File: src/sv/pdsw_pkg.sv
// shared types, constants and line address helpers for the pixel doubling screen writer
package pdsw_pkg;

    localparam int unsigned ROW_BYTES          = 16;
    localparam int unsigned DISPLAY_ROW_OFFSET = 32;

    localparam int unsigned COL_W      = 4;
    localparam int unsigned ROWS_W     = 7;
    localparam int unsigned LINE_W     = 8;
    localparam int unsigned ADDR_W     = 15;
    localparam int unsigned WORD_W     = 16;
    localparam int unsigned FIRST_W    = 6;
    localparam int unsigned CFG_W      = 7;
    localparam int unsigned CFG_IDX_W  = 1;

    localparam logic [CFG_IDX_W-1:0] REG_FIRST_ROW = 1'b0;
    localparam logic [CFG_IDX_W-1:0] REG_ROW_COUNT = 1'b1;

    localparam logic [ROWS_W-1:0] ROW_COUNT_RESET = 7'd64;
    localparam logic [COL_W-1:0]  LAST_COL        = COL_W'(ROW_BYTES - 1);
    localparam logic [LINE_W-1:0] ROW_OFFSET      = LINE_W'(DISPLAY_ROW_OFFSET);

    typedef struct packed {
        logic row_end;
        logic rect_end;
    } t_flags;

    // display line number to the y field of the interleaved address (address bits 12:5)
    function automatic logic [LINE_W-1:0] line_y(input logic [LINE_W-1:0] d);
        return {d[7:6], d[2:0], d[5:3]};
    endfunction

    // next display line in the interleaved layout
    function automatic logic [LINE_W-1:0] step_y(input logic [LINE_W-1:0] y);
        logic [LINE_W-1:0] inc;
        inc = y + 8'd1;
        if (y[5:3] == 3'b111) begin
            return inc & 8'hc7;
        end
        return y + 8'd8;
    endfunction

    // pack y field and column into a 15 bit screen address
    function automatic logic [ADDR_W-1:0] make_addr(input logic [LINE_W-1:0] y,
                                                    input logic [COL_W-1:0] col);
        return {1'b1, 1'b0, y, col, 1'b0};
    endfunction

endpackage

File: src/sv/pdsw_addr_gen.sv
// column, row and line address tracking with row and rectangle end flags
module pdsw_addr_gen
    import pdsw_pkg::*;
(
    input  logic                 i_clk,
    input  logic                 i_rst_n,
    input  logic                 i_cfg_we,
    input  logic [CFG_IDX_W-1:0] i_cfg_idx,
    input  logic [CFG_W-1:0]     i_cfg_wdata,
    input  logic                 i_step,
    input  logic                 i_frame_start,
    output logic [ADDR_W-1:0]    o_top_addr,
    output logic [ADDR_W-1:0]    o_bottom_addr,
    output t_flags               o_flags
);

    logic [FIRST_W-1:0] r_first_row;
    logic [ROWS_W-1:0]  r_row_count;
    logic [COL_W-1:0]   r_col,  n_col;
    logic [ROWS_W-1:0]  r_rows, n_rows;
    logic [LINE_W-1:0]  r_y,    n_y;

    logic [LINE_W-1:0]  start_y;
    logic [COL_W-1:0]   cur_col;
    logic [ROWS_W-1:0]  cur_rows;
    logic [ROWS_W-1:0]  next_rows;
    logic [LINE_W-1:0]  cur_y;
    logic [LINE_W-1:0]  bot_y;
    logic               row_end;
    logic               rect_end;

    always_ff @(posedge i_clk) begin
        if (!i_rst_n) begin
            r_first_row <= '0;
            r_row_count <= ROW_COUNT_RESET;
        end else if (i_cfg_we) begin
            case (i_cfg_idx)
                REG_FIRST_ROW: r_first_row <= i_cfg_wdata[FIRST_W-1:0];
                REG_ROW_COUNT: r_row_count <= i_cfg_wdata;
                default: ;
            endcase
        end
    end

    always_comb begin
        start_y   = line_y({1'b0, r_first_row, 1'b0} + ROW_OFFSET);
        cur_col   = i_frame_start ? '0 : r_col;
        cur_rows  = i_frame_start ? '0 : r_rows;
        cur_y     = i_frame_start ? start_y : r_y;
        bot_y     = step_y(cur_y);
        next_rows = cur_rows + 7'd1;
        row_end   = (cur_col >= LAST_COL);
        rect_end  = row_end && (next_rows == r_row_count);

        if (rect_end) begin
            n_col  = '0;
            n_rows = '0;
            n_y    = start_y;
        end else if (row_end) begin
            n_col  = '0;
            n_rows = next_rows;
            n_y    = step_y(bot_y);
        end else begin
            n_col  = cur_col + 4'd1;
            n_rows = cur_rows;
            n_y    = cur_y;
        end
    end

    always_ff @(posedge i_clk) begin
        if (!i_rst_n) begin
            r_col  <= '0;
            r_rows <= '0;
            r_y    <= line_y(ROW_OFFSET);
        end else if (i_step) begin
            r_col  <= n_col;
            r_rows <= n_rows;
            r_y    <= n_y;
        end
    end

    assign o_top_addr       = make_addr(cur_y, cur_col);
    assign o_bottom_addr    = make_addr(bot_y, cur_col);
    assign o_flags.row_end  = row_end;
    assign o_flags.rect_end = rect_end;

endmodule

File: src/sv/pdsw_doubler.sv
// doubles every pixel bit of a source byte into a 16 bit word
module pdsw_doubler
    import pdsw_pkg::*;
(
    input  logic [7:0]        i_byte,
    output logic [WORD_W-1:0] o_word
);

    always_comb begin
        for (int i = 0; i < 8; i++) begin
            o_word[2*i]   = i_byte[i];
            o_word[2*i+1] = i_byte[i];
        end
    end

endmodule

File: src/sv/pixel_double_screen_writer.sv
// top level of the pixel doubling screen writer with its output register
// an accepted input transaction is registered and its result appears on the master side in the next cycle
// throughput: one byte per cycle while i_m_tready stays high, set by the single result register and its tready path
// o_s_tready is high whenever the result register is empty or being taken
// reset is synchronous active low: first_row 0, row_count 64, column and row count 0,
// line address at display row 32, result register empty
module pixel_double_screen_writer
    import pdsw_pkg::*;
(
    input  logic                 i_clk,
    input  logic                 i_rst_n,
    input  logic                 i_cfg_we,
    input  logic [CFG_IDX_W-1:0] i_cfg_idx,
    input  logic [CFG_W-1:0]     i_cfg_wdata,
    input  logic                 i_s_tvalid,
    output logic                 o_s_tready,
    input  logic [7:0]           i_s_tdata,   // src_byte
    input  logic                 i_s_tuser,   // frame_start
    output logic                 o_m_tvalid,
    input  logic                 i_m_tready,
    output logic [47:0]          o_m_tdata,   // top_address, bottom_address, doubled_word, pad
    output logic                 o_m_tlast,   // row_end
    output logic                 o_m_tuser    // rect_end
);

    logic                r_valid;
    logic [ADDR_W-1:0]   r_top;
    logic [ADDR_W-1:0]   r_bottom;
    logic [WORD_W-1:0]   r_word;
    t_flags              r_flags;

    logic                take;
    logic [ADDR_W-1:0]   top_addr;
    logic [ADDR_W-1:0]   bottom_addr;
    logic [WORD_W-1:0]   word;
    t_flags              flags;

    assign o_s_tready = !r_valid || i_m_tready;
    assign take       = i_s_tvalid && o_s_tready;

    pdsw_addr_gen u_addr_gen (
        .i_clk         (i_clk),
        .i_rst_n       (i_rst_n),
        .i_cfg_we      (i_cfg_we),
        .i_cfg_idx     (i_cfg_idx),
        .i_cfg_wdata   (i_cfg_wdata),
        .i_step        (take),
        .i_frame_start (i_s_tuser),
        .o_top_addr    (top_addr),
        .o_bottom_addr (bottom_addr),
        .o_flags       (flags)
    );

    pdsw_doubler u_doubler (
        .i_byte (i_s_tdata),
        .o_word (word)
    );

    always_ff @(posedge i_clk) begin
        if (!i_rst_n) begin
            r_valid <= 1'b0;
        end else if (take) begin
            r_valid <= 1'b1;
        end else if (i_m_tready) begin
            r_valid <= 1'b0;
        end
    end

    always_ff @(posedge i_clk) begin
        if (take) begin
            r_top    <= top_addr;
            r_bottom <= bottom_addr;
            r_word   <= word;
            r_flags  <= flags;
        end
    end

    assign o_m_tvalid = r_valid;
    assign o_m_tdata  = {2'b00, r_word, r_bottom, r_top};
    assign o_m_tlast  = r_flags.row_end;
    assign o_m_tuser  = r_flags.rect_end;

endmodule

File: config.mk
export PLATFORM = sky130hd
export DESIGN_NAME = pixel_double_screen_writer
export DESIGN_NICKNAME = d
export VERILOG_FILES = /design/src/sv/pdsw_pkg.sv /design/src/sv/pdsw_addr_gen.sv /design/src/sv/pdsw_doubler.sv /design/src/sv/pixel_double_screen_writer.sv
export SDC_FILE = /design/constraint.sdc
export NUM_CORES = 1
export LEC_CHECK = 0
export BUFFER_PORTS_ARGS = -buffer_cell sky130_fd_sc_hd__buf_2
export CAP_MARGIN = 20
export CORE_MARGIN = 4
export CORE_UTILIZATION = 54
export CTS_CLUSTER_SIZE = 10
export DETAILED_ROUTE_END_ITERATION = 12
export GPL_TIMING_DRIVEN = 0
export HOLD_SLACK_MARGIN = 0.08
export PLACE_DENSITY = 0.8
export SLEW_MARGIN = 20
export SYNTH_ARGS = -nofsm -noshare
export SYNTH_HDL_FRONTEND = slang
export SYNTH_SLANG_ARGS = --single-unit
export TNS_END_PERCENT = 10
File: constraint.sdc
create_clock -name i_clk -period 4.1 [get_ports i_clk]
set_input_delay 0.41 -clock i_clk [delete_from_list [all_inputs] [get_ports i_clk]]
set_output_delay 0.41 -clock i_clk [all_outputs]
set_load 0.02 [all_outputs]
==> results.md, run 1 <==
- Outcome: finished, final reports clean
- Clk_lat worst skew: approximately 0.35 ns
- Dpl hpwl: 5197 um
- CP top delay family: multiplexers
- Core area: 5921 um^2
- Worst Path Required: 4.34 ns
- Most frequent CP cell: ha_1
- CTS H-Tree Depth: 3
- Initial antenna violation count: 0
- Total number of yosys warnings: 0
- Num CTS Buffers: 9
- Max_cap viols: 0
- Setup TNS: 0 ns
- Sw Ratio: a little under a quarter
- Post-CTS Setup Bufs: 0
- Antenna diodes: 0
- Switching Power: 0.0003756 W
- Seq pwr share: between 40 and 50%
- Worst path buffer plus inverter count: 4
- Die width: 86.15 um
- VDD IR max: 0.0002733 V
- Power Dens Cells: 400.5 nW/um^2
- CTS Sinks: 63
- Global Route Usage Sum: around a fifth
- Crit path kind: in2reg
- Post-synth top flop: dfxtp_1
- Final setup margin: 0.4659 ns
- Largest net degree at the start of global routing: 23
- TritonCTS clock tree: done
- RSZ-0062 raised after global routing: no
- Most frequent cells in the layout: buf_2, dfxtp_1, nand2_1
- DRC: 0
- RD Place Congestion: 0.8625
- Post-synth EDFFs: 30
- Register bit total from synthesis: 63
- Place WS: about 0.18 ns
- Detailed Route WL: 7477 um
- Synth top area share: 27.31%
- Clock Power Share: a little over two fifths
- Worst-Margin Slew: 0.5884 ns
- GRT overflow: 0
- Clk root buf: clkbuf_8
- Final ANT Viol Nets: 0
- Max clock buf depth: 2
- Max Clk Rate: 0.2752 GHz
- Vias in the first global route: 2590
- Core Rows: 28
- Worst rel slew slack: 60.78%
- Layout area overhead: 21.85%
- Min-delay worst type: in2reg
- Global-route wire length before repair: between 10000 and 15000 um
- Synth top area cells: edfxtp_1, dfxtp_1, buf_4
- I/O pins: 74
- Clock transition at path regs: approximately 0.070 ns
- Chip height: 86.15 um
- Max Clock Skew: 0.005437 ns
- Final setup fails: 0
- P_leak: 1.720 nW
- Final cycle utilization of the critical path: 88.64%
- Cell variety after synth: 56
- Pre-antenna DRT Iters: 4
- Area leader, netlist: edfxtp_1
- Max FO, Critical Path: 10
- Starting Density: 55.71%
- Arr. time, crit path: roughly 3.9 ns
- Nets: 440
- Tot Pwr: 0.001610 W
- Worst hold margin: 0.2278 ns
- Port Buf Inserts: 63
- Worst-path cell chain: buf_2 -> buf_6 -> clkbuf_1 -> mux2_2 -> ha_1 -> ha_1 -> inv_1 -> mux2_2 -> ha_1 -> nand4_1 -> o21bai_1 -> or4b_2 -> o221a_2 -> mux2i_1 -> a21oi_1
- Fin. Hold Viols: 0
- Combinational Power Share: 12.0%
- Hold Buf Count CTS: 0
- Drt initial violations: 181
- CP max-delay cell: or4b_2
- CP endpoint kind: flip-flop
- Syn_area_per_cell: ~10 um^2
- Sequential area share after synthesis: 47.34%
- CP max stage delay: 0.63 ns
- Ratio of cells with drive above 1 in the final layout: between 20% and 30%
- Slew Limit Fails: 0
- Post-layout minimum cycle time: 3.634 ns
- Mapped cell area: 3298 um^2
- Synth async-reset ratio: 0%
- Via count: around 2.7k
- Commonest non-fill, non-tap cell in the layout: buf_2
- Fin util: 67.88%
- Die ar.: 7422 um^2
- Vias/cell: between 5 and 6
- Startpoint types: input pin
- # resized after CTS: 0
- Mapped Cells: between 300 and 400
- Wirelength per Cell: 15.26 um
- Int Pwr: 0.001234 W
==> area by class of cell <==
class | instances | area [um^2]
plain buffers | 38 | 242.7
clock buffers | 10 | 127.6
clock inverters | 6 | 132.6
fillers | 467 | 1902
inverters | 10 | 37.54
multi-input cells | 224 | 1480
flip-flops and latches | 63 | 1562
well taps | 75 | 93.84
repair buffers | 64 | 342.8
==> layer usage <==
layer	routed length [um]	GRT usage, %
met5	0	0
met3	746	7.493
met1	3154	27.01
met4	189	10.22
met2	3386	32.52
==> sequential cells by signal, summed over array words and instances, names as in the netlist <==
signal,flops
r_bottom,12
r_top,8
r_word,8
u_addr_gen.r_y,8
u_addr_gen.r_row_count,7
u_addr_gen.r_rows,7
u_addr_gen.r_first_row,6
u_addr_gen.r_col,4
o_m_tlast,1
o_m_tuser,1
o_m_tvalid,1
==> stage by stage <==
| stage | cell area [um^2] | cells |
|---|---|---|
| floorplan | 3321 | 335 |
| detailed placement | 3759 | 474 |
| CTS | 4019 | 490 |
| finish | 4019 | 490 |
| global placement | 3730 | 473 |
| global route | 4019 | 490 |
==> logic make-up after synthesis <==
| kind of cell | share of synthesized area, % |
|---|---|
| buffers and inverters | 8.460 |
| AND/OR/NAND/NOR | 18.21 |
| multiplexers | 6.260 |
| other | 0.2277 |
| adder cells (fa/ha/maj) | 3.035 |
| flip-flops | 47.34 |
| AO/OA/AOI/OAI | 12.75 |
| XOR/XNOR | 3.718 |
==> synth_stat cells, drive strengths merged, types with 4 or more instances <==
cell    instances
a211o           4
a21boi         13
a21oi          10
a31oi           4
and2            5
and3            4
buf            27
clkbuf         11
dfxtp          33
edfxtp         30
ha              8
inv            10
mux2            7
mux2i          12
nand2          32
nand3          18
nand4           4
nor2           12
nor2b          17
nor3            5
o21ai          15
or3             5
xnor2           8
xor2            6
==> worst register-to-register path, stage by stage, from the launching register on <==
cell,delay (ns)
dfxtp_1,0.33
nor2b_1,0.33
ha_1,0.29
ha_1,0.27
inv_1,0.12
mux2_2,0.30
ha_1,0.16
nand4_1,0.11
o21bai_1,0.20
or4b_2,0.63
o221a_2,0.15
mux2i_1,0.12
a21oi_1,0.08
==> power groups by stage <==
| stage | clock network [W] | registers [W] | logic (W) |
|---|---|---|---|
| after floorplan | 0 | 0.000745 | 0.000107 |
| after global placement | 0 | 0.000721 | 0.000182 |
| after detailed placement | 0 | 0.000722 | 0.000191 |
| after CTS | 0.000721 | 0.000708 | 0.000193 |
| after global routing | 0.000755 | 0.000711 | 0.000211 |
| final | 0.000709 | 0.000708 | 0.000193 |
==> final timing paths <==
kind                      from                 to  slack (ns)  depth (start not counted)
max                  i_s_tuser  u_addr_gen.r_y[6]        0.47                         15
min               i_s_tdata[6]         r_word[13]        0.23                          1
max reg2reg  u_addr_gen.r_y[3]  u_addr_gen.r_y[6]        0.89                         12
min reg2reg  u_addr_gen.r_y[2]  u_addr_gen.r_y[2]        0.48                          2
No activity file was read; power rests on OpenSTA's default activity.
==> run 2, diff against run 1 <==
==> constraint.sdc (replaced) <==
create_clock -name i_clk -period 4.1 [get_ports i_clk]
set_input_delay 0.205 -clock i_clk [delete_from_list [all_inputs] [get_ports i_clk]]
set_output_delay 0.205 -clock i_clk [all_outputs]
set_load 0.02 [all_outputs]
==> run 2 against run 1 <==
Net effect: setup slack gained 0.21 ns; register-to-register slack gained 0.02 ns; count of clock-buffer cells in the layout is the same; fmax grew 6.2%; largest power group unchanged.
==> results.md, run 2 (same netlist as run 1, synthesis figures left out) <==
- Max reg flops: 12 (unchanged)
- Outcome: finished, final reports clean
- Hold Path Origin: i_s_tvalid
- Core area: 5921 um^2 (unchanged)
- Slew Limit Fails: 0 (unchanged)
- Worst rel slew slack: 60.68% (-0.093 points)
- Starting Density: 55.71% (unchanged)
- Global Route Usage Sum: 21.69% (+0.34 points)
- VDD IR max: 0.0002737 V (+0.15%)
- Min-delay worst type: in2reg
- Worst hold margin: 0.1084 ns (-0.1195 ns)
- Worst path buffer plus inverter count: 4 (unchanged)
- RR Startpoint: u_addr_gen.r_y[3]
- GRT met1 Usage: 27.67% (+0.65 points)
- Ratio of cells with drive above 1 in the final layout: 27.66% (-0.53 points)
- M2 GR Usage: 33.01% (+0.49 points)
- DRC: 0 (unchanged)
- Max FO, Critical Path: 10 (unchanged)
- Final ANT Viol Nets: 0 (unchanged)
- Nets: 448 (+1.8%)
- Final Instance Area: 4099 um^2 (+2.0%)
- Area after DPL: 3759 um^2 (unchanged)
- Final setup fails: 0 (unchanged)
- Max Clock Skew: 0.007982 ns (+0.002545 ns)
- Clk root buf: clkbuf_8
- Via count: 2720 (+2.0%)
- Post-CTS Setup Bufs: 0 (unchanged)
- Arr. time, crit path: 3.67 ns (-0.21 ns)
- Most frequent cells in the layout: buf_2, dfxtp_1, nand2_1
- Chip height: 86.15 um (unchanged)
- Num CTS Buffers: 9 (unchanged)
- CTS H-Tree Depth: 3 (unchanged)
- Tot Pwr: 0.001617 W (+0.45%)
- RSZ-0062 raised after global routing: no
- Max_cap viols: 0 (unchanged)
- Drt initial violations: 207 (+14%)
- Core Rows: 28 (unchanged)
- Commonest non-fill, non-tap cell in the layout: buf_2
- Global-route wire length before repair: 12470 um (+1.3%)
- Port Buf Inserts: 63 (unchanged)
- Pre-antenna DRT Iters: 4 (unchanged)
- Detailed Route WL: 7591 um (+1.5%)
- # resized after CTS: 0 (unchanged)
- TritonCTS clock tree: done
- Hold Buf Count CTS: 8 (+8)
- Grt peak-use layer: met2
- Wirelength per Cell: 15.24 um (-0.11%)
- CP top delay family: buffers and inverters
- Dpl hpwl: 5197 um (unchanged)
- Power Dens Cells: 394.5 nW/um^2 (-1.5%)
- Clk_lat worst skew: 0.35 ns (about the same)
- CP max-delay cell: or4b_2
- Worst-path cell chain: buf_2 -> buf_6 -> clkbuf_1 -> mux2_2 -> ha_1 -> ha_1 -> inv_1 -> mux2_2 -> ha_1 -> nand4_1 -> o21bai_1 -> or4b_2 -> o221a_2 -> mux2i_1 -> a21oi_1
- Startpoint types: input pin
- Crit path from: i_s_tuser
- Most frequent CP cell: ha_1
- Max clock buf depth: 2 (unchanged)
- CP endpoint kind: flip-flop
- Antenna diodes: 0 (unchanged)
- I/O pins: 74 (unchanged)
- P_leak: 1.754 nW (+1.9%)
- Biggest register: r_bottom
- Final cycle utilization of the critical path: 83.48% (-5.2 points)
- Post-layout minimum cycle time: 3.423 ns (-0.2112 ns)
- Met3 usage in global routing: 7.397% (-0.096 points)
- RD Place Congestion: 0.8625 (unchanged)
- Initial antenna violation count: 0 (unchanged)
- Max Clk Rate: 0.2922 GHz (+6.2%)
- Fin. Hold Viols: 0 (unchanged)
- CP max stage delay: 0.63 ns (about the same)
- Worst-Margin Slew: 0.5898 ns (+0.001392 ns)
- Die width: 86.15 um (unchanged)
- Vias in the first global route: 2606 (+0.62%)
- Fin util: 69.23% (+1.4 points)
- Die ar.: 7422 um^2 (unchanged)
- Largest net degree at the start of global routing: 23 (unchanged)
- Vias/cell: 5.462 (+0.35%)
- Worst Path Required: 4.35 ns (about the same)
- Clock transition at path regs: 0.07 ns (about the same)
- Crit path kind: in2reg
- Setup TNS: 0 ns (unchanged)
- CTS Sinks: 63 (unchanged)
- Layout area overhead: 24.28%
- GRT overflow: 0 (unchanged)
run 2: worst paths after layout:
check                      end  slack [ns]  cells past startpoint
max          u_addr_gen.r_y[6]        0.68                     15
min                 o_m_tvalid        0.11                      3
max reg2reg  u_addr_gen.r_y[6]        0.91                     12
min reg2reg  u_addr_gen.r_y[2]        0.48                      2
run 2: area by class of cell:
class	instances	area, um^2
buffer	38	242.7
multi-input combinational	224	1480
timing repair buffer	72	422.9
sequential	63	1562
clock inverter	6	132.6
clock buffer	10	127.6
fill	453	1822
inverter	10	37.54
tap	75	93.84
run 2: power by group:
group / switching (W) / internal, W / leakage, nW
sequential: 0.0000146 / 0.000693 / 0.563
clock: 0.000246 / 0.000464 / 0.128
combinational: 0.000118 / 0.0000813 / 1.06
run 2: stage by stage:
step | std cells | setup WS [ns]
3_5_place_dp | 474 | 0.3862
2_1_floorplan | 335 | 0.8527
3_3_place_gp | 473 | 0.3294
4_1_cts | 498 | 0.7313
6_report | 498 | 0.6771
5_1_grt | 498 | 0.5417
run 2: worst register-to-register path, delay by kind of cell (launching register included):
family,cells,cell delay [ns]
buffers and inverters,1,0.12
AND/OR/NAND/NOR,3,1.07
adder cells (fa/ha/maj),3,0.71
AO/OA/AOI/OAI,3,0.42
flip-flops,1,0.33
multiplexers,2,0.41
run 2: layer usage:
| metal | up-vias | wire (um) |
|---|---|---|
| met4 | 0 | 178 |
| met5 | - | 0 |
| met1 | 1265 | 3264 |
| met3 | 18 | 624 |
| li1 | 1324 | - |
| met2 | 113 | 3524 |
==> run 3, diff against run 2 <==
ABC_AREA = 1   (was default)
CORE_UTILIZATION = 49   (was 54)
PLACE_DENSITY = 0.76   (was 0.8)
clock period = 2.9 ns   (was 4.1 ns; I/O delays follow)
==> run 3 against run 2 <==
Net effect: die area rose by 10%; synthesized cell count up 22%; via count increased by 8.2%; final cell count increased by 15%; count of clock-buffer cells in the layout up 1; non-clock buffer count down 3; critical path depth rose by 2; register-to-register slack worse by 0.69 ns; largest cell class unchanged.
==> results.md, run 3 <==
- Outcome: finished, final reports clean
- Total number of yosys warnings: 0 (unchanged)
- Most common cell in the netlist: nand2_1
- RD Place Congestion: 0.8750 (+1.4%)
- CP top delay family: adder cells
- Setup TNS: 0 ns (unchanged)
- Pre-antenna DRT Iters: 4 (unchanged)
- Sequential area share after synthesis: 46.97% (-0.37 points)
- Min-delay worst type: in2reg
- Register bit total from synthesis: 63 (unchanged)
- Final cycle utilization of the critical path: 92.56%
- Crit path to: u_addr_gen.r_y[6]
- Max_cap viols: 0 (unchanged)
- Commonest cells in the netlist: nand2_1, inv_1, dfxtp_1
- Crit path from: u_addr_gen.r_first_row[0]
- Area leader, netlist: edfxtp_1
- VDD IR max: 0.0003025 V (+11%)
- Filler cells: 565 (+25%)
- Slew Limit Fails: 0 (unchanged)
- TritonCTS clock tree: done
- Max FO, Critical Path: 6 (-4)
- Global Route Usage Sum: 19.04% (-2.7 points)
- Power Dens Cells: 498.0 nW/um^2 (+26%)
- Arr. time, crit path: 2.89 ns (-0.78 ns)
- Starting Density: 51.47% (-4.2 points)
- Largest net degree at the start of global routing: 40 (+74%)
- Chip height: 90.37 um (+4.9%)
- Synth top area share: 27.10% (-0.22 points)
- Worst Path Required: 3.11 ns (-1.24 ns)
- RR Startpoint: u_addr_gen.r_first_row[0]
- RSZ-0062 raised after global routing: no
- Synth top area cells: edfxtp_1, dfxtp_1, nand2_1
- Clk_lat worst skew: 0.34 ns (about the same)
- Worst-Margin Slew: 0.8262 ns (+0.2364 ns)
- I/O pins: 74 (unchanged)
- CP endpoint kind: flip-flop
- Fin. Hold Viols: 0 (unchanged)
- Worst rel slew slack: 44.92% (-16 points)
- Final ANT Viol Nets: 0 (unchanged)
- Post-CTS Setup Bufs: 0 (unchanged)
- GRT overflow: 0 (unchanged)
- Most frequent cells in the layout: nand2_1, buf_2, inv_1
- Global-route wire length before repair: 12630 um (+1.3%)
- Syn_area_per_cell: 8.311 um^2 (-17%)
- Post-synth EDFFs: 30 (unchanged)
- Final setup fails: 0 (unchanged)
- CTS H-Tree Depth: 3 (unchanged)
- Core area: 6459 um^2 (+9.1%)
- Worst path buffer plus inverter count: 4 (unchanged)
- Mapped Cells: 400 (+22%)
- Reg2reg setup slack: 0.22 ns (-0.69 ns)
- Core Rows: 29 (+3.6%)
- Clock transition at path regs: 0.07 ns (about the same)
- Max Clock Skew: 0.006729 ns (-0.001253 ns)
- Via count: 2944 (+8.2%)
- Post-synth top flop: dfxtp_1
- Worst-path cell chain: inv_1 -> o21ai_1 -> ha_1 -> ha_1 -> inv_1 -> xor2_1 -> inv_1 -> ha_1 -> inv_1 -> nor2_1 -> a21oi_1 -> nand2_1 -> o21ai_0 -> nor2_1 -> nand2_2 -> nand3_2 -> a21oi_2
- Worst r2r dst: u_addr_gen.r_y[6]
- P_leak: 1.857 nW (+5.9%)
- Vias/cell: 5.129 (-6.1%)
- Wirelength per Cell: 12.99 um (-15%)
- Commonest non-fill, non-tap cell in the layout: nand2_1
- CTS Sinks: 63 (unchanged)
- Post-Place Cells: 547 (+15%)
- Vias in the first global route: 2723 (+4.5%)
- Die ar.: 8167 um^2 (+10%)
- Max clock buf depth: 2 (unchanged)
- Die width: 90.37 um (+4.9%)
- Post-layout minimum cycle time: 2.684 ns
- Nets: 522 (+17%)
- Initial antenna violation count: 0 (unchanged)
- Biggest register: r_bottom
- DRC: 0 (unchanged)
- Reg2Reg Depth: 17 (+5)
- Port Buf Inserts: 64 (+1.6%)
- Mapped cell area: 3324 um^2 (+0.80%)
- Drt initial violations: 171 (-17%)
- Max reg flops: 12 (unchanged)
- Crit path kind: reg2reg
- Ratio of cells with drive above 1 in the final layout: 25.15% (-2.5 points)
- Clk root buf: clkbuf_8
- Cell variety after synth: 34 (-39%)
- Max Clk Rate: 0.3725 GHz
- CP max-delay cell: o21ai_1
- Num CTS Buffers: 9 (unchanged)
- Detailed Route WL: 7456 um (-1.8%)
- Antenna diodes: 0 (unchanged)
- Synth async-reset ratio: 0% (unchanged)
- CP max stage delay: 0.35 ns (-0.28 ns)
- Startpoint types: flip-flop
- Dpl hpwl: 5357 um (+3.1%)
- Critical path depth: 17 (+2)
- Final std cells w/o fill: 574 (+15%)
- Layout area overhead: 21.98%
- Most frequent CP cell: inv_1
==> run 3: changes by cell type after synthesis, sizes merged, moves of 12 or more <==
cell,previous run,this run
mux2i,12,0
inv,10,46
o21ai,15,29
nand2,32,102
nor2,12,29
nand3,18,30
a21boi,13,0
nor2b,17,0
a21oi,10,31
==> run 3: worst reg2reg max path: cells and delay by family, from the launching register on <==
family / cells / cell delay (ns)
AND/OR/NAND/NOR: 5 / 0.52
buffers and inverters: 4 / 0.29
flip-flops: 1 / 0.31
AO/OA/AOI/OAI: 4 / 0.59
adder cells (fa/ha/maj): 3 / 0.65
XOR/XNOR: 1 / 0.18
==> run 3: worst min-delay path by stage <==
stage	slack, ns	cells past startpoint	from	endpoint
finish	0.08	3	i_cfg_wdata[1]	u_addr_gen.r_row_count[1]
global route	0.08	3	i_cfg_wdata[4]	u_addr_gen.r_row_count[4]
CTS	0.08	3	i_cfg_wdata[1]	u_addr_gen.r_row_count[1]
detailed placement	0.32	1	i_s_tdata[2]	r_word[5]
global placement	0.32	1	i_s_tdata[2]	r_word[5]
floorplan	0.24	0	i_s_tdata[5]	r_word[11]
==> run 3: kinds of logic after synthesis <==
kind of cell               after synthesis  share of synthesized area [%]
other                                    2                         0.2259
DFF                                     63                          46.97
adders and majority gates                8                          3.011
xor gates and xnor gates                 7                          1.844
and+or+nand+nor                        172                          24.50
buffers and inverters                   81                          12.38
AOI/OAI and AO/OA                       67                          11.07
==> run 3: layer usage <==
metal	global-route usage [%]	up-vias	share of wire (%)	routed length, um
met2	31.74	111	47	3513
li1	-	1468	-	-
met3	5.250	10	7.9	592
met4	7.653	0	1.7	129
met5	0	-	0	0
met1	23.26	1355	43	3220
==> run 3: metrics by stage <==
stage / worst slack [ns] / power [W] / instance area [um^2] / utilization, % / hold WS, ns
2_1_floorplan: 0.4474 / 0.001216 / 3347 / - / 0.2439
3_3_place_gp: -0.05886 / 0.001294 / 3764 / 58.27 / 0.3225
3_5_place_dp: -0.1347 / 0.001301 / 3764 / 58.27 / 0.3233
4_1_cts: 0.06888 / 0.002026 / 4055 / 62.79 / 0.08183
5_1_grt: 0.005425 / 0.002100 / 4055 / 62.79 / 0.08249
6_report: 0.2157 / 0.002019 / 4055 / 62.79 / 0.08325
==> run 3: power breakdown <==
group / leakage (nW) / internal [W] / switching [W]
combinational: 1.20 / 0.000104 / 0.000187
sequential: 0.564 / 0.000984 / 0.0000195
clock: 0.0884 / 0.000390 / 0.000335
==> run 3: timing repair <==
action,4_1_cts,5_1_grt
setup endpoints to repair,0,3
hold endpoints to repair,11,0
hold buffers,11,0
gates resized for setup,0,1
==> run 3: final cells by class <==
| class | instances | area [um^2] | area share, % |
|---|---|---|---|
| clock buffers | 11 | 131.4 | 3.240 |
| flip-flops and latches | 63 | 1562 | 38.51 |
| plain buffers | 32 | 227.7 | 5.616 |
| well taps | 77 | 96.34 | 2.376 |
| repair buffers | 75 | 430.4 | 10.61 |
| multi-input cells | 262 | 1374 | 33.88 |
| clock inverters | 5 | 50.05 | 1.234 |
| inverters | 49 | 183.9 | 4.536 |
